==> src/hw/rtl/twsa_pkg.sv <==
// Shared types and constants for the timed window sample averager.
// No dependencies; compiled first.
`default_nettype none

package twsa_pkg;

	localparam int SAMPLE_BITS  = 10;
	localparam int COUNT_BITS   = 12;
	localparam int SUM_BITS     = SAMPLE_BITS + COUNT_BITS;
	localparam int MS_BITS      = 32;
	localparam int CFG_BITS     = 32;
	localparam int CFG_IDX_BITS = 1;
	localparam int DIV_CNT_BITS = $clog2(SAMPLE_BITS);

	localparam logic [CFG_IDX_BITS-1:0] CFG_SAMPLE_PERIOD = 1'd0;
	localparam logic [CFG_IDX_BITS-1:0] CFG_WINDOW        = 1'd1;

	localparam logic [MS_BITS-1:0] WINDOW_RESET = MS_BITS'(1000);

	// controller -> datapath
	typedef struct packed {
		logic load_in;
		logic eval;
		logic div_step;
		logic commit;
		logic load_out;
	} twsa_cmd_t;

	// datapath -> controller
	typedef struct packed {
		logic need_div;
		logic out_free;
	} twsa_status_t;

endpackage

`default_nettype wire

==> src/hw/rtl/twsa_in_if.sv <==
// Input request channel: millisecond time and one converter sample.
// Depends on twsa_pkg.
`default_nettype none

interface twsa_in_if;
	logic                             valid;
	logic                             ready;
	logic [twsa_pkg::MS_BITS-1:0]     now_ms;
	logic [twsa_pkg::SAMPLE_BITS-1:0] sample;

	modport source (output valid, now_ms, sample, input ready);
	modport sink   (input valid, now_ms, sample, output ready);
endinterface

`default_nettype wire

==> src/hw/rtl/twsa_out_if.sv <==
// Result request channel: held average and status flags.
// Depends on twsa_pkg.
`default_nettype none

interface twsa_out_if;
	logic                             valid;
	logic                             ready;
	logic [twsa_pkg::SAMPLE_BITS-1:0] average;
	logic                             has_average;
	logic                             updated;
	logic                             empty_window;

	modport source (output valid, average, has_average, updated, empty_window, input ready);
	modport sink   (input valid, average, has_average, updated, empty_window, output ready);
endinterface

`default_nettype wire

==> src/hw/rtl/twsa_datapath.sv <==
// Datapath: configuration, window state, running sum, bit-serial divider
// and output register. Depends on twsa_pkg.
`default_nettype none

module twsa_datapath (
	input  wire logic                             clk,
	input  wire logic                             arst_n,
	input  wire logic                             cfg_we,
	input  wire logic [twsa_pkg::CFG_IDX_BITS-1:0] cfg_index,
	input  wire logic [twsa_pkg::CFG_BITS-1:0]    cfg_data,
	input  wire logic [twsa_pkg::MS_BITS-1:0]     in_now_ms,
	input  wire logic [twsa_pkg::SAMPLE_BITS-1:0] in_sample,
	input  wire twsa_pkg::twsa_cmd_t              cmd,
	output twsa_pkg::twsa_status_t                status,
	output logic                                  out_valid,
	input  wire logic                             out_ready,
	output logic [twsa_pkg::SAMPLE_BITS-1:0]      out_average,
	output logic                                  out_has_average,
	output logic                                  out_updated,
	output logic                                  out_empty_window
);
	import twsa_pkg::*;

	localparam logic [COUNT_BITS-1:0] COUNT_MAX = {COUNT_BITS{1'b1}};

	logic [MS_BITS-1:0]     period_q, window_q;
	logic [MS_BITS-1:0]     last_sample_q, last_window_q;
	logic [SUM_BITS-1:0]    sum_q;
	logic [COUNT_BITS-1:0]  count_q;
	logic [SAMPLE_BITS-1:0] held_q;
	logic                   avg_valid_q, upd_q, emp_q;

	logic [MS_BITS-1:0]     now_q;
	logic [SAMPLE_BITS-1:0] sample_q;

	logic [COUNT_BITS-1:0]  rem_q, dvs_q;
	logic [SAMPLE_BITS-1:0] quo_q;

	logic [MS_BITS-1:0]     elapsed_s, elapsed_w;
	logic                   samp_hit, win_hit, add_ok, pass;
	logic [SUM_BITS-1:0]    sum_nx;
	logic [COUNT_BITS-1:0]  count_nx;
	logic [COUNT_BITS:0]    partial, diff;
	logic                   ge;

	always_comb begin
		elapsed_s = now_q - last_sample_q;
		elapsed_w = now_q - last_window_q;
		samp_hit  = elapsed_s > period_q;
		win_hit   = elapsed_w > window_q;
		pass      = (period_q == '0);
		// a full count drops the sample but still moves the sample time
		add_ok    = samp_hit && (count_q != COUNT_MAX);
		sum_nx    = add_ok ? sum_q + SUM_BITS'(sample_q) : sum_q;
		count_nx  = add_ok ? count_q + COUNT_BITS'(1) : count_q;
		status.need_div = !pass && win_hit && (count_nx != '0);
		status.out_free = !out_valid || out_ready;
	end

	// one quotient bit per step; quotient fits SAMPLE_BITS as sum <= count * max sample
	always_comb begin
		partial = {rem_q, quo_q[SAMPLE_BITS-1]};
		ge      = partial >= {1'b0, dvs_q};
		diff    = partial - {1'b0, dvs_q};
	end

	always_ff @(posedge clk or negedge arst_n) begin
		if (!arst_n) begin
			period_q      <= '0;
			window_q      <= WINDOW_RESET;
			last_sample_q <= '0;
			last_window_q <= '0;
			sum_q         <= '0;
			count_q       <= '0;
			held_q        <= '0;
			avg_valid_q   <= 1'b0;
			upd_q         <= 1'b0;
			emp_q         <= 1'b0;
			out_valid     <= 1'b0;
		end else begin
			if (cfg_we) begin
				unique case (cfg_index)
					CFG_SAMPLE_PERIOD: period_q <= cfg_data;
					CFG_WINDOW:        window_q <= cfg_data;
				endcase
			end
			if (cmd.eval) begin
				if (pass) begin
					held_q      <= sample_q;
					avg_valid_q <= 1'b1;
					upd_q       <= 1'b1;
					emp_q       <= 1'b0;
				end else begin
					upd_q <= 1'b0;
					emp_q <= win_hit && (count_nx == '0);
					if (samp_hit)
						last_sample_q <= now_q;
					if (win_hit) begin
						last_window_q <= now_q;
						sum_q         <= '0;
						count_q       <= '0;
					end else begin
						sum_q   <= sum_nx;
						count_q <= count_nx;
					end
				end
			end
			if (cmd.commit) begin
				held_q      <= quo_q;
				avg_valid_q <= 1'b1;
				upd_q       <= 1'b1;
			end
			if (cmd.load_out)
				out_valid <= 1'b1;
			else if (out_ready)
				out_valid <= 1'b0;
		end
	end

	always_ff @(posedge clk) begin
		if (cmd.load_in) begin
			now_q    <= in_now_ms;
			sample_q <= in_sample;
		end
		if (cmd.eval) begin
			rem_q <= sum_nx[SUM_BITS-1:SAMPLE_BITS];
			quo_q <= sum_nx[SAMPLE_BITS-1:0];
			dvs_q <= count_nx;
		end else if (cmd.div_step) begin
			rem_q <= ge ? diff[COUNT_BITS-1:0] : partial[COUNT_BITS-1:0];
			quo_q <= {quo_q[SAMPLE_BITS-2:0], ge};
		end
		if (cmd.load_out) begin
			out_average      <= held_q;
			out_has_average  <= avg_valid_q;
			out_updated      <= upd_q;
			out_empty_window <= emp_q;
		end
	end

endmodule

`default_nettype wire

==> src/hw/rtl/twsa_ctrl.sv <==
// Controller: sequences evaluate, divide and commit if due, then emit.
// Depends on twsa_pkg.
`default_nettype none

module twsa_ctrl (
	input  wire logic                   clk,
	input  wire logic                   arst_n,
	input  wire logic                   in_valid,
	output logic                        in_ready,
	input  wire twsa_pkg::twsa_status_t status,
	output twsa_pkg::twsa_cmd_t         cmd
);
	import twsa_pkg::*;

	localparam logic [2:0] S_IDLE   = 3'd0;
	localparam logic [2:0] S_EVAL   = 3'd1;
	localparam logic [2:0] S_DIV    = 3'd2;
	localparam logic [2:0] S_COMMIT = 3'd3;
	localparam logic [2:0] S_EMIT   = 3'd4;

	localparam logic [DIV_CNT_BITS-1:0] DIV_LAST = DIV_CNT_BITS'(SAMPLE_BITS - 1);

	logic [2:0]              state_q, state_nx;
	logic [DIV_CNT_BITS-1:0] step_q;
	logic                    in_fire;

	assign in_ready = (state_q == S_IDLE);
	assign in_fire  = in_valid && in_ready;

	always_comb begin
		cmd          = '0;
		cmd.load_in  = in_fire;
		state_nx     = state_q;
		unique case (state_q)
			S_IDLE:   if (in_fire) state_nx = S_EVAL;
			S_EVAL: begin
				cmd.eval = 1'b1;
				state_nx = status.need_div ? S_DIV : S_EMIT;
			end
			S_DIV: begin
				cmd.div_step = 1'b1;
				if (step_q == DIV_LAST) state_nx = S_COMMIT;
			end
			S_COMMIT: begin
				cmd.commit = 1'b1;
				state_nx   = S_EMIT;
			end
			S_EMIT: begin
				if (status.out_free) begin
					cmd.load_out = 1'b1;
					state_nx     = S_IDLE;
				end
			end
			default:  state_nx = S_IDLE;
		endcase
	end

	always_ff @(posedge clk or negedge arst_n) begin
		if (!arst_n) begin
			state_q <= S_IDLE;
			step_q  <= '0;
		end else begin
			state_q <= state_nx;
			if (state_q == S_DIV)
				step_q <= step_q + DIV_CNT_BITS'(1);
			else
				step_q <= '0;
		end
	end

	a_accept_to_eval: assert property (@(posedge clk) disable iff (!arst_n)
		in_fire |=> state_q == S_EVAL)
		else $error("accepted request did not move to evaluate");

	a_eval_after_accept: assert property (@(posedge clk) disable iff (!arst_n)
		state_q == S_EVAL |-> $past(in_fire))
		else $error("evaluate without an accepted request");

	a_commit_after_div: assert property (@(posedge clk) disable iff (!arst_n)
		state_q == S_COMMIT |-> $past(state_q) == S_DIV && $past(step_q) == DIV_LAST)
		else $error("commit before divider finished");

	a_step_range: assert property (@(posedge clk) disable iff (!arst_n)
		state_q == S_DIV |-> step_q <= DIV_LAST)
		else $error("divider step count out of range");

endmodule

`default_nettype wire

==> src/hw/rtl/timed_window_sample_averager_core.sv <==
// Timed window sample averager: top level joining controller and datapath.
// Depends on twsa_pkg, twsa_in_if, twsa_out_if, twsa_ctrl, twsa_datapath.
//
// Usage:
//   in_ch carries now_ms (free-running ms time) and one sample per request;
//   out_ch returns exactly one result per request: held average, has_average,
//   updated and empty_window. Configuration (sample period, window length)
//   is written through cfg_we / cfg_index / cfg_data while idle.
// Timing:
//   A request is taken when the block is idle. An ordinary request steps
//   through accept, evaluate and load output register; the next request is
//   not taken until the block is back in idle. A request that closes a
//   non-empty window runs the bit-serial divider, one quotient bit per cycle,
//   then a commit step before the output register is loaded.
// Stall:
//   The output register holds a result until taken; the next request is
//   accepted meanwhile and waits in its emit step until the register frees.
// Reset:
//   arst_n clears sums, counts, times and the held average, sets the sample
//   period to 0 (pass-through) and the window to 1000 ms.
`default_nettype none

module timed_window_sample_averager_core (
	input  wire logic                              clk,
	input  wire logic                              arst_n,
	input  wire logic                              cfg_we,
	input  wire logic [twsa_pkg::CFG_IDX_BITS-1:0] cfg_index,
	input  wire logic [twsa_pkg::CFG_BITS-1:0]     cfg_data,
	twsa_in_if.sink                                in_ch,
	twsa_out_if.source                             out_ch
);
	import twsa_pkg::*;

	twsa_cmd_t    cmd;
	twsa_status_t status;

	twsa_ctrl u_ctrl (
		.clk      (clk),
		.arst_n   (arst_n),
		.in_valid (in_ch.valid),
		.in_ready (in_ch.ready),
		.status   (status),
		.cmd      (cmd)
	);

	twsa_datapath u_datapath (
		.clk              (clk),
		.arst_n           (arst_n),
		.cfg_we           (cfg_we),
		.cfg_index        (cfg_index),
		.cfg_data         (cfg_data),
		.in_now_ms        (in_ch.now_ms),
		.in_sample        (in_ch.sample),
		.cmd              (cmd),
		.status           (status),
		.out_valid        (out_ch.valid),
		.out_ready        (out_ch.ready),
		.out_average      (out_ch.average),
		.out_has_average  (out_ch.has_average),
		.out_updated      (out_ch.updated),
		.out_empty_window (out_ch.empty_window)
	);

endmodule

`default_nettype wire

==> src/flat_wrapper.sv <==
// flat-port wrapper written by rule: the top's interface ports become plain ports
module timed_window_sample_averager_core_flat import twsa_pkg::*;
  (clk, arst_n, cfg_we, cfg_index, cfg_data, in_ch_valid, in_ch_now_ms, in_ch_sample, in_ch_ready, out_ch_valid, out_ch_average, out_ch_has_average, out_ch_updated, out_ch_empty_window, out_ch_ready);
  twsa_in_if in_ch_i ();
  twsa_out_if out_ch_i ();
  input  wire logic clk;
  input  wire logic arst_n;
  input  wire logic cfg_we;
  input  wire logic [twsa_pkg::CFG_IDX_BITS-1:0] cfg_index;
  input  wire logic [twsa_pkg::CFG_BITS-1:0] cfg_data;
  input wire logic [$bits(in_ch_i.valid)-1:0] in_ch_valid;
  input wire logic [$bits(in_ch_i.now_ms)-1:0] in_ch_now_ms;
  input wire logic [$bits(in_ch_i.sample)-1:0] in_ch_sample;
  output wire logic [$bits(in_ch_i.ready)-1:0] in_ch_ready;
  output wire logic [$bits(out_ch_i.valid)-1:0] out_ch_valid;
  output wire logic [$bits(out_ch_i.average)-1:0] out_ch_average;
  output wire logic [$bits(out_ch_i.has_average)-1:0] out_ch_has_average;
  output wire logic [$bits(out_ch_i.updated)-1:0] out_ch_updated;
  output wire logic [$bits(out_ch_i.empty_window)-1:0] out_ch_empty_window;
  input wire logic [$bits(out_ch_i.ready)-1:0] out_ch_ready;
  assign in_ch_i.valid = in_ch_valid;
  assign in_ch_i.now_ms = in_ch_now_ms;
  assign in_ch_i.sample = in_ch_sample;
  assign in_ch_ready = in_ch_i.ready;
  assign out_ch_valid = out_ch_i.valid;
  assign out_ch_average = out_ch_i.average;
  assign out_ch_has_average = out_ch_i.has_average;
  assign out_ch_updated = out_ch_i.updated;
  assign out_ch_empty_window = out_ch_i.empty_window;
  assign out_ch_i.ready = out_ch_ready;
  timed_window_sample_averager_core u_core (.clk(clk), .arst_n(arst_n), .cfg_we(cfg_we), .cfg_index(cfg_index), .cfg_data(cfg_data), .in_ch(in_ch_i), .out_ch(out_ch_i));
endmodule
==> config.mk <==
export PLATFORM = sky130hd
export DESIGN_NAME = timed_window_sample_averager_core_flat
export DESIGN_NICKNAME = d
export VERILOG_FILES = /design/src/hw/rtl/twsa_pkg.sv /design/src/hw/rtl/twsa_in_if.sv /design/src/hw/rtl/twsa_out_if.sv /design/src/hw/rtl/twsa_datapath.sv /design/src/hw/rtl/twsa_ctrl.sv /design/src/hw/rtl/timed_window_sample_averager_core.sv /design/src/flat_wrapper.sv
export SDC_FILE = /design/constraint.sdc
export NUM_CORES = 1
export LEC_CHECK = 0
export BUFFER_PORTS_ARGS = -buffer_cell sky130_fd_sc_hd__buf_2
export CORE_MARGIN = 2
export CORE_UTILIZATION = 40
export CTS_CLUSTER_DIAMETER = 200
export DETAILED_ROUTE_END_ITERATION = 8
export GPL_TIMING_DRIVEN = 0
export PLACE_DENSITY = 0.54
export SLEW_MARGIN = 20
export SYNTH_ARGS = -nofsm -noshare
export SYNTH_HDL_FRONTEND = slang
export SYNTH_SLANG_ARGS = --single-unit
==> constraint.sdc <==
create_clock -name clk -period 6.9 [get_ports clk]
set_clock_uncertainty 0.05 [all_clocks]
set_input_delay 2.07 -clock clk [delete_from_list [all_inputs] [get_ports clk]]
set_output_delay 2.07 -clock clk [all_outputs]
set_load 0.01 [all_outputs]
======== Word level (Yosys, flattened, before mapping) ========
Cells that the tools add are included.
word-level totals
  input bits .............................. 80
  bits in registers ....................... 272
operators by class
  bitwise logic cells ..................... 2
  mux-type cells .......................... 32
  reduce and logical (&&, ||, !) cells .... 23
  add/sub/neg operators ................... 6
  magnitude comparators ................... 3
  equality and inequality tests ........... 9
operators with widths
  cell                   number
  $gt 32x32->1           2
  $sub 32x32->32         2
  $mux 12                5
  $mux 10                5
  $mux 22                2
  $logic_not 32->1       1
  $add 22x10->22         1
  $pmux 3 s5             1
  $mux 1                 14
  $ge 13x12->1           1
  $add 12x1->12 const B  1
  $logic_not 12->1       1
  $mux 3                 4
  $ne 12x12->1 const B   1
  $reduce_bool 12->1     1
  $sub 12x12->12         1
  $reduce_and 3->1       3
  $reduce_and 2->1       4
  $reduce_bool 2->1      4
  $eq 3x2->1 const B     2
  $logic_and 1x1->1      5
  $add 4x1->4 const B    1
  $eq 4x4->1 const B     1
  $mux 4                 1
  other kinds (8)        11

======== Depth between registers and ports, before layout ========
Gate-level depths: netlist (run 1).
  depth in word-level cells ............... 8
  depth in mapped cells ................... 26

======== Modules after synthesis ========
A second synthesis (run 1) with hierarchy kept.
unflattened totals
  cell total of the unflattened synthesis .. 1,669
  area total of the unflattened synthesis .. 16,669.7 um^2
modules (own cells, without submodules)
  module         sequential area each (um^2)  area each (um^2)  instances  cells each
  twsa_datapath  7,084.3                      16,258.1          1          1,629
  twsa_ctrl      175.2                        411.6             1          40

======== Least setup slack after synthesis (run 1) ========
No wires, ideal clock.
  path type ............................... input-to-reg
  start ................................... input port in_ch_valid
  end ..................................... register u_core.u_datapath.now_q[0], enable pin
  buffers on the path ..................... 0
  setup time .............................. 0.493 ns
  setup slack ............................. 1.354 ns
  cell stages on the path ................. 2
  arrival ................................. 5.003 ns
  path through ............................ nand2b_1 -> nor3_1
RTL lines
  element               RTL line              RTL
  start, declared       flat_wrapper.sv:11    input wire logic [$bits(in_ch_i.valid)-1:0] in_ch_valid;
  end signal, assigned  twsa_datapath.sv:122  now_q <= in_now_ms;
  end, declared         twsa_datapath.sv:33   logic [MS_BITS-1:0] now_q;

======== Worst setup path in the final report (run 1) ========
  start ................................... register u_core.u_datapath.now_q[0]
  end ..................................... register u_core.u_datapath.last_window_q[28]
between the ends
  cells in the longest elaborated chain, start to end .. 3
RTL lines
  element                     RTL line             RTL
  $sub 32x32->32              twsa_datapath.sv:48  elapsed_w = now_q - last_window_q;
  $gt 32x32->1                twsa_datapath.sv:50  win_hit = elapsed_w > window_q;
  $reduce_and 3->1 (no line)  -
  end signal, assigned        twsa_datapath.sv:99  last_window_q <= now_q;
  end, declared               twsa_datapath.sv:27  logic [MS_BITS-1:0] last_sample_q, last_window_q;
Every way passes these cells.
A chain may end at the register's enable or synchronous reset.

==> results.md, run 1 <==
- Status: finished, final reports clean
- Warnings, synthesis: 0
- Syn Area/Cell: about 10 um2
- First-pass GRT wire length: approximately 66000 um
- Core Region: 40800 um2
- Final Power: between 10000 and 15000 uW
- Standard-cell rows: 74
- Die area: between 40000 and 50000 um2
- CTS H-tree depth: 2
- Period utilisation layout: 0.923
- Routed Antenna Nets: 0
- Ranking of synthesized cells by area: dfrtp_1 (27%), edfxtp_1 (16%), ha_1 (11%), mux2_2 (6.8%), inv_1 (3.8%)
- Clock Pin Slew Worst Setup and Hold Paths: approximately 0.060 ns
- Non-Filler Instances: between 2000 and 2500
- Pre-CTS WS: -0.121 ns
- P per Cell Area: approximately 530 nW/um2
- Fmax: about 0.16 GHz
- Worst min path class: reg2reg
- Buf/Inv on CP: 5
- Req. time, crit path: just over 7 ns
- Die Width: 207 um
- Clk buf depth: 3
- Fin nets: ~2000
- Share of the synthesized area in the top cell type: 0.268
- Total number of vias: 12300
- Leading cell type by number of instances after synthesis: dfrtp_1
- Worst-path maximum fanout: 10
- Area grow syn2layout: 14.9%
- Critical Path Source Type: register
- Placed Cells: approximately 2200
- Vias per inst: about 5.3
- Number of global-route vias before repair: between 10000 and 15000
- Netlist cell types: 69
- WHS: between 0.3 and 0.4 ns
- Count of buffers from port buffering: 94
- Max incr delay on CP: 0.52 ns
- Slew margin rel.: 0.461
- CTS tree: yes
- Final routed DRC violation total: 0
- Critical path arrival: roughly 6.7 ns
- Ant diodes: 0
- Worst Max-Slew Pin Slew: just over 0.8 ns
- Dpl hpwl: 31100 um
- Post-synthesis sequential area ratio: 0.440
- Setup ws final: ~0.53 ns
- Cells after Synth: 1615
- Detailed Route Iter0 Violations: roughly 550
- GPL Wtd Cong: approximately 0.89
- Ys async rst share: 0.673
- Grt total ovfl: 0
- GRT Total Usage: 0.192
- Initial antenna violation count: 0
- Worst ir drop on vdd: roughly 0.29 mV
- Drt total wl: ~41000 um
- Post-route cell area: 19000 um2
- Slew Limit Fails: 0
- Root Driver: clkbuf_16
- Skew-Pair Late Insertion Delay: ~0.56 ns
- Layout cells sized above 1: 0.169
- CTS sink cnt: between 200 and 300
- Tmin final: roughly 6.4 ns
- Yosys reg bits: 272
- Net count after synthesis: ~1900
- Post-synth top area cell: dfrtp_1
- Synthesized area: between 15000 and 20000 um2
- Placed instance area: roughly 18000 um2
- Pin count of the biggest net entering global routing: between 80 and 90
- CTS buffer count: 34
- Starting Density: 0.404
- Top-Level Pins: 95
- Max_cap viols: 0
- Die Y: between 200 and 250 um
- Post-synth top cells: dfrtp_1 (177), inv_1 (165), ha_1 (151), nand2_1 (128), a21oi_1 (107)
- Kind of cell adding the most delay to the critical path: simple AND/OR/NAND/NOR gates
- Detailed Routing Iterations Pass 1: 5
- Number of synthesized flops with an enable pin: slightly below 90
- Leak Pwr: 0.00870 uW
- Fin. Hold Viols: 0
- Top FF cell, synth: dfrtp_1
- Crit path capture type: register
- Critical-path top delay cell: or4b_1
- Final setup vio count: 0
- Crit path kind: reg2reg
- Routed len/inst: between 15 and 20 um
## sequential cells by signal, indices dropped and copies added (netlist names), 3 cells and up
name and cells:
u_core.u_datapath.window_q 32, u_core.u_datapath.last_window_q 32, u_core.u_datapath.sum_q 22, u_core.u_datapath.sample_q 10, u_core.u_datapath.out_average 10, u_core.u_datapath.rem_q 12, u_core.u_ctrl.state_q 3, u_core.u_datapath.count_q 12
u_core.u_ctrl.step_q 4, u_core.u_datapath.period_q 32, u_core.u_datapath.now_q 32, u_core.u_datapath.held_q 10, u_core.u_datapath.last_sample_q 32, u_core.u_datapath.quo_q 10, u_core.u_datapath.dvs_q 12
## path summary, 6_finish.rpt
kind / from / to / slack [ns] / cells past startpoint
worst max register to register: u_core.u_datapath.now_q[0] / u_core.u_datapath.last_window_q[28] / 0.53 / 26
worst min register to register: u_core.u_datapath.held_q[3] / u_core.u_datapath.out_average[3] / 0.39 / 0
worst max-delay path: u_core.u_datapath.now_q[0] / u_core.u_datapath.last_window_q[28] / 0.53 / 26
max in group asynchronous: arst_n / u_core.u_datapath.last_sample_q[30] / 4.38 / 3
worst min-delay path: u_core.u_datapath.held_q[3] / u_core.u_datapath.out_average[3] / 0.39 / 0
min in group asynchronous: arst_n / u_core.u_datapath.last_window_q[11] / 1.29 / 1
## through the flow
step                utilization  TNS (ns)
floorplan                     -         0
global placement          0.432    -69.99
detailed placement        0.435     -3.79
CTS                       0.462         0
global route              0.465  -0.00997
finish                    0.465         0
## layout make-up
type | count | area, um2
plain buffers | 42 | 193
multi-input cells | 1136 | 8540
flip-flops and latches | 272 | 7260
fillers | 3890 | 21900
well taps | 532 | 666
inverters | 165 | 619
repair buffers | 106 | 614
clock inverters | 14 | 88.8
clock buffers | 47 | 991
## cells in the final DEF, fill, tap and decap left out, types with 13 or more instances in the layout
master	instances
a211oi_1	13
a21o_1	49
a21oi_1	107
a31oi_1	15
and2_1	14
and3_1	16
buf_2	95
clkbuf_1	33
clkbuf_16	35
dfrtp_1	177
edfxtp_1	89
ha_1	151
inv_1	165
mux2_2	99
mux2i_1	13
nand2_1	127
nand2b_1	14
nand3_1	30
nand4_1	26
nor2_1	75
nor2b_1	16
nor4_1	13
o21a_1	20
o21ai_0	103
xnor2_1	68
xor2_1	31
## routing by layer
metal	routed length, um	global-route usage	vias to the layer above
met5	0	0	-
met4	1330	0.0727	0
met3	1540	0.0273	67
met2	19200	0.321	222
met1	18800	0.253	5919
li1	-	-	6053
## what timing repair did
| item | in CTS | in global routing |
|---|---|---|
| pin swaps | 0 | 1 |
| hold buffers | 0 | 0 |
| setup endpoints to repair | 41 | 85 |
| setup buffers | 0 | 4 |
| gates resized for setup | 3 | 18 |
## worst reg2reg max path, stage by stage, from the launching register on
cell and delay [ns]:
edfxtp_1 0.37, inv_1 0.10, ha_1 0.20, inv_1 0.07, fa_1 0.25, a211oi_2 0.12
o21a_1 0.26, nor4_2 0.41, and4bb_1 0.29, o41ai_2 0.48, nor4_2 0.11, o31ai_2 0.35
nor2_1 0.10, xnor2_1 0.19, ha_1 0.28, a21o_1 0.17, a21oi_1 0.14, nor2b_1 0.06
o21ai_0 0.15, a21oi_1 0.17, or4b_1 0.52, clkbuf_1 0.24, and2_1 0.19, buf_2 0.21
nand2_4 0.23, buf_6 0.20, mux2_2 0.35
## where the power goes
| group | total (uW) | switching [uW] | internal, uW |
|---|---|---|---|
| logic | 5790 | 3310 | 2480 |
| clock network | 1730 | 725 | 1010 |
| registers | 2520 | 271 | 2250 |
| total | 10000 | 4300 | 5730 |
## kinds of logic after synthesis
| kind of cell | count (synthesis) | share of synthesized area |
|---|---|---|
| adder cells (fa/ha/maj) | 155 | 0.119 |
| XOR/XNOR | 99 | 0.0525 |
| buffers and inverters | 207 | 0.0487 |
| AO/OA/AOI/OAI | 391 | 0.151 |
| flip-flops | 272 | 0.440 |
| AND/OR/NAND/NOR | 379 | 0.113 |
| multiplexers | 112 | 0.0754 |
(Power assumes the default switching activity.)
==> inputs of run 2 (changes only) <==
--- a/config.mk
+++ b/config.mk
@@ -6,7 +6,7 @@
 export NUM_CORES = 1
 export LEC_CHECK = 0
 export BUFFER_PORTS_ARGS = -buffer_cell sky130_fd_sc_hd__buf_2
-export CORE_MARGIN = 2
+export CORE_MARGIN = 10
 export CORE_UTILIZATION = 40
 export CTS_CLUSTER_DIAMETER = 200
 export DETAILED_ROUTE_END_ITERATION = 8
==> run 2 against run 1 <==
- final cell count about the same
- combinational power about the same
- core utilization increased by 0.19 points
- clock-buffer cell count decreased by 1
- final area increased by 0.42%
- critical path type unchanged
- critical endpoint is now u_core.u_datapath.rem_q[4]
- largest cell class unchanged
- highest routed layer is now met5
==> results.md, run 2 (same netlist as run 1, synthesis figures left out) <==
- Leak Pwr: about 0.0087 uW
- Most common cell after layout, fill and taps aside: dfrtp_1
- Detailed Route Iter0 Violations: ~480
- Reg2reg end: u_core.u_datapath.rem_q[4]
- R2R cell count: 28
- Clk buf depth: 3
- Clock Pin Slew Worst Setup and Hold Paths: approximately 0.060 ns
- Count of buffers from port buffering: 94
- Hold path endpoint: u_core.u_datapath.out_average[8]
- Tmin final: 6.39 ns
- Detailed Routing Iterations Pass 1: 5
- RR Startpoint: u_core.u_datapath.now_q[0]
- Routed len/inst: around 18 um
- Slew margin rel.: 0.308
- Util after Layout: 0.467
- Die Y: around 220 um
- Routed Antenna Nets: 0
- Fin. Hold Viols: 0
- CTS sink cnt: between 200 and 300
- Grt total ovfl: 0
- Skew-Pair Late Insertion Delay: approximately 0.56 ns
- GPL Wtd Cong: 0.898
- Layout cells sized above 1: 0.166
- Critical path arrival: between 6 and 7 ns
- Register area: 7260 um2
- Setup TNS: 0 ns
- Number of global-route vias before repair: between 10000 and 15000
- CTS tree: yes
- Slew Limit Fails: 0
- P per Cell Area: roughly 530 nW/um2
- Cts hold-fix bufs: 0
- Min-Delay Startpoint: u_core.u_datapath.held_q[8]
- Standard-cell rows: between 70 and 80
- Worst-path maximum fanout: 10
- Drt total wl: approximately 42000 um
- Top-Level Pins: between 90 and 100
- Area grow syn2layout: 15.4%
- Req. time, crit path: 7.11 ns
- Critical Path Source Type: register
- Worst hold stages: 0
- Dpl hpwl: 32000 um
- Fin nets: roughly 2000
- Final setup vio count: 0
- Final routed DRC violation total: 0
- Starting Density: 0.404
- Die Width: between 200 and 250 um
- Max incr delay on CP: ~0.47 ns
- Vias per inst: around 5.3
- Total number of vias: 12200
- Ant diodes: 0
- Worst Max-Slew Pin Slew: between 1 and 1.5 ns
- Multi-input gate area: 8550 um2
- Critical-path top delay cell: a2111oi_2
- Worst ir drop on vdd: 0.268 mV
- Status: finished, final reports clean
- Initial antenna violation count: 0
- Core Region: around 40000 um2
- Crit path kind: reg2reg
- Die area: around 50000 um2
- Most frequent cells in the layout: dfrtp_1 (177), inv_1 (165), ha_1 (151), nand2_1 (128), a21oi_1 (107)
- Reg2reg setup slack: between 0.5 and 0.6 ns
- CTS H-tree depth: 2
- Period utilisation layout: 0.926
- Crit path capture type: register
- Final-layout fill cell count: 3886
- Pin count of the biggest net entering global routing: approximately 90
- GRT Total Usage: 0.169
- CTS buffer count: 35
- Root Driver: clkbuf_16
- First-pass GRT wire length: ~68000 um
- Max_cap viols: 0
- Worst min path class: reg2reg
- Fmax: about 0.16 GHz
==> run 2: per-layer routing <==
metal  global-route usage  part of all wire  vias up
li1                     -                 -     6068
met4               0.0691             0.035        2
met3               0.0277             0.037       83
met5               0.0101            0.0016        -
met2                0.279              0.47      210
met1                0.215              0.46     5841
==> run 2: worst max-delay path by stage <==
| stage | from | to | slack [ns] | cells past startpoint |
|---|---|---|---|---|
| global placement | in_ch_valid | u_core.u_datapath.now_q[12] | -1.52 | 3 |
| global route | u_core.u_datapath.now_q[0] | u_core.u_datapath.rem_q[3] | -0.02 | 25 |
| CTS | u_core.u_datapath.now_q[0] | u_core.u_datapath.rem_q[6] | 0.02 | 25 |
| detailed placement | u_core.u_datapath.now_q[0] | u_core.u_datapath.rem_q[11] | -0.26 | 24 |
| floorplan | in_ch_valid | u_core.u_datapath.now_q[0] | 1.35 | 2 |
| finish | u_core.u_datapath.now_q[0] | u_core.u_datapath.rem_q[4] | 0.51 | 28 |
==> run 2: area by class of cell <==
cell class / count / share of cell area
buffer: 42 / 0.0100
clock buffer: 46 / 0.0487
clock inverter: 18 / 0.0122
inverter: 165 / 0.0325
multi-input combinational: 1136 / 0.449
sequential: 272 / 0.381
tap: 532 / 0.0349
timing repair buffer: 105 / 0.0319
==> run 2: critical path: cells and delay by family, from the launching register on <==
kind,cells,cell delay [ns]
xor+xnor,2,0.24
compound gates,11,2.59
buf+inv,5,0.82
fa+ha+maj,3,0.87
flops,1,0.40
simple gates,7,1.11
==> run 2: timing repair <==
action / in CTS / in global routing
setup endpoints to repair: 44 / 87
pin swaps: 0 / 1
buffers inserted: 0 / 3
resized for setup: 3 / 17
==> run 2: stage by stage <==
stage                     cells  worst slack, ns  hold WS (ns)  total power [uW]  area (um2)
after floorplan            1615             1.35         0.366              6790       16500
after global placement     2241            -1.52         0.376              8140       17600
after detailed placement   2249           -0.261         0.385              8250       17800
after CTS                  2313           0.0200         0.401             10200       18900
after global routing       2316          -0.0212         0.401             11100       19000
final                      2316            0.514         0.400             10200       19000
==> run 2: where the power goes <==
| part | internal, uW | switching [uW] |
|---|---|---|
| Sequential | 2250 | 275 |
| Combinational | 2480 | 3330 |
| Clock | 1110 | 746 |
| Total | 5840 | 4350 |
==> inputs of run 3 (changes only) <==
--- a/config.mk
+++ b/config.mk
@@ -6,6 +6,7 @@
 export NUM_CORES = 1
 export LEC_CHECK = 0
 export BUFFER_PORTS_ARGS = -buffer_cell sky130_fd_sc_hd__buf_2
+export CORE_ASPECT_RATIO = 0.75
 export CORE_MARGIN = 10
 export CORE_UTILIZATION = 40
 export CTS_CLUSTER_DIAMETER = 200
==> run 3 against run 2 <==
- global-route usage is 0.70 points higher
- sequential share of layout area is 0.28 points higher
- non-clock buffer count stayed put
- register-to-register slack lost 0.28 ns
- wire length up 4.6%
- worst setup slack worse by 0.28 ns
- sequential cell count stayed put
- final area down 0.72%
- via count increased by 1.1%
- sequential power about the same
- critical path type unchanged
- largest power group unchanged
- highest routed layer is now met4
==> results.md, run 3 (same netlist as run 1, synthesis figures left out) <==
- Root Driver: clkbuf_16
- Starting Density: 0.405
- First-pass GRT wire length: roughly 70000 um
- Final Power: ~10000 uW
- Worst Max-Slew Pin Slew: 0.897 ns
- Leak Pwr: 0.00861 uW
- Count of buffers from port buffering: 94
- P per Cell Area: 533 nW/um2
- CTS sink cnt: 272
- Critical path arrival: just over 7 ns
- Util after Layout: 0.464
- CTS tree: yes
- Core Region: approximately 40000 um2
- Final setup vio count: 0
- WHS: 0.391 ns
- Top Metal Used: met4
- Routed Antenna Nets: 0
- Grt total ovfl: 0
- Layout cells sized above 1: 0.166
- Met3 wire length: between 2000 and 2500 um
- Crit path capture type: register
- Die Y: around 200 um
- Fmax: 0.150 GHz
- Detailed Routing Iterations Pass 1: 5
- GRT Total Usage: 0.176
- Initial antenna violation count: 0
- Area grow syn2layout: 14.6%
- Crit path kind: reg2reg
- Skew-Pair Late Insertion Delay: 0.60 ns
- Worst min path class: reg2reg
- Standard-cell rows: 64
- Worst-path maximum fanout: 10
- Max_cap viols: 0
- Critical Path Source Type: register
- Final-layout fill cell count: roughly 3800
- Period utilisation layout: 0.965
- Final routed DRC violation total: 0
- Total number of vias: 12300
- Clk buf depth: 3
- Top-Level Pins: 95
- Fin. Hold Viols: 0
- Pin count of the biggest net entering global routing: around 90
- GPL Wtd Cong: between 0.8 and 0.9
- Worst ir drop on vdd: between 0.2 and 0.25 mV
- Status: finished, final reports clean
- Most frequent cells in the layout: dfrtp_1 (177), inv_1 (165), ha_1 (151), nand2_1 (127), a21oi_1 (105)
- Tmin final: 6.66 ns
- Met2 routed WL: between 15000 and 20000 um
- Slew Limit Fails: 0
- Dpl hpwl: roughly 34000 um
- CTS H-tree depth: 1
- Met1 wire length: roughly 23000 um
- Fin nets: about 2000
- Routed len/inst: between 15 and 20 um
- Die Width: 255 um
- CTS buffer count: 31
- Req. time, crit path: 7.33 ns
- Slew margin rel.: 0.400
- RSZ-0062 raised after global routing: false
- Die area: roughly 50000 um2
- Drt total wl: between 40000 and 50000 um
- Ant diodes: 0
- Most common cell after layout, fill and taps aside: dfrtp_1
- Number of global-route vias before repair: between 10000 and 15000
- Clock Pin Slew Worst Setup and Hold Paths: 0.06 ns
- Detailed Route Iter0 Violations: roughly 800
- Vias per inst: 5.35
run 3: metrics by stage:
step | instances | cell area [um2] | setup TNS, ns | setup WS, ns
floorplan | 1615 | 16500 | 0 | 1.35
global placement | 2237 | 17600 | -78.91 | -1.82
detailed placement | 2245 | 17800 | -6.43 | -0.208
CTS | 2303 | 18800 | 0 | 0.0414
global route | 2306 | 18900 | 0 | 0.00502
finish | 2306 | 18900 | 0 | 0.239
run 3: report_power, final:
part,internal [uW],switching [uW]
Clock,950,713
Combinational,2480,3410
Sequential,2250,282
Total,5670,4400
run 3: area by class of cell:
| type | instances | area (um2) | area share |
|---|---|---|---|
| Timing Repair Buffer | 105 | 603 | 0.0319 |
| Clock buffer | 37 | 808 | 0.0427 |
| Tap cell | 528 | 661 | 0.0349 |
| Multi-Input combinational cell | 1136 | 8560 | 0.453 |
| Buffer | 42 | 191 | 0.0101 |
| Clock inverter | 21 | 205 | 0.0109 |
| Inverter | 165 | 619 | 0.0327 |
| Sequential cell | 272 | 7260 | 0.384 |
run 3: timing repair:
action                                 4_1_cts  5_1_grt
endpoints found under the hold margin        0        0
resized for setup                            4       19
pin swaps                                    1        2
setup endpoints to repair                   59       84
setup buffers                                0        3
hold buffers                                 0        0
run 3: path summary, 6_finish.rpt:
kind / cells after the start / from / endpoint / slack [ns]
min in group asynchronous: 1 / arst_n / u_core.u_datapath.last_window_q[19] / 1.26
setup / recovery: 20 / u_core.u_datapath.now_q[14] / u_core.u_datapath.last_window_q[28] / 0.24
hold / removal: 0 / u_core.u_datapath.held_q[0] / u_core.u_datapath.out_average[0] / 0.39
setup reg to reg: 20 / u_core.u_datapath.now_q[14] / u_core.u_datapath.last_window_q[28] / 0.24
hold reg to reg: 0 / u_core.u_datapath.held_q[0] / u_core.u_datapath.out_average[0] / 0.39
max in group asynchronous: 3 / arst_n / u_core.u_datapath.window_q[5] / 4.41
run 3: routing by layer:
layer,vias up,track usage
met5,-,0
met4,0,0.0339
met3,52,0.0302
met2,247,0.249
met1,5982,0.273
li1,6063,-
run 3: critical path, stage by stage (launching register included):
cell and delay [ns]:
edfxtp_1 0.45, ha_1 0.40, a21o_1 0.27, a2111oi_4 0.43
nand2_1 0.22, a211o_1 0.45, a211oi_2 0.30, o31ai_1 0.20
a221o_1 0.36, a21oi_1 0.41, xnor2_1 0.12, ha_1 0.39
nand4_1 0.11, nor2_1 0.44, nand4_1 0.28, o32a_1 0.35
and2_1 0.20, buf_2 0.21, nand2_2 0.27, buf_6 0.25
mux2_2 0.35
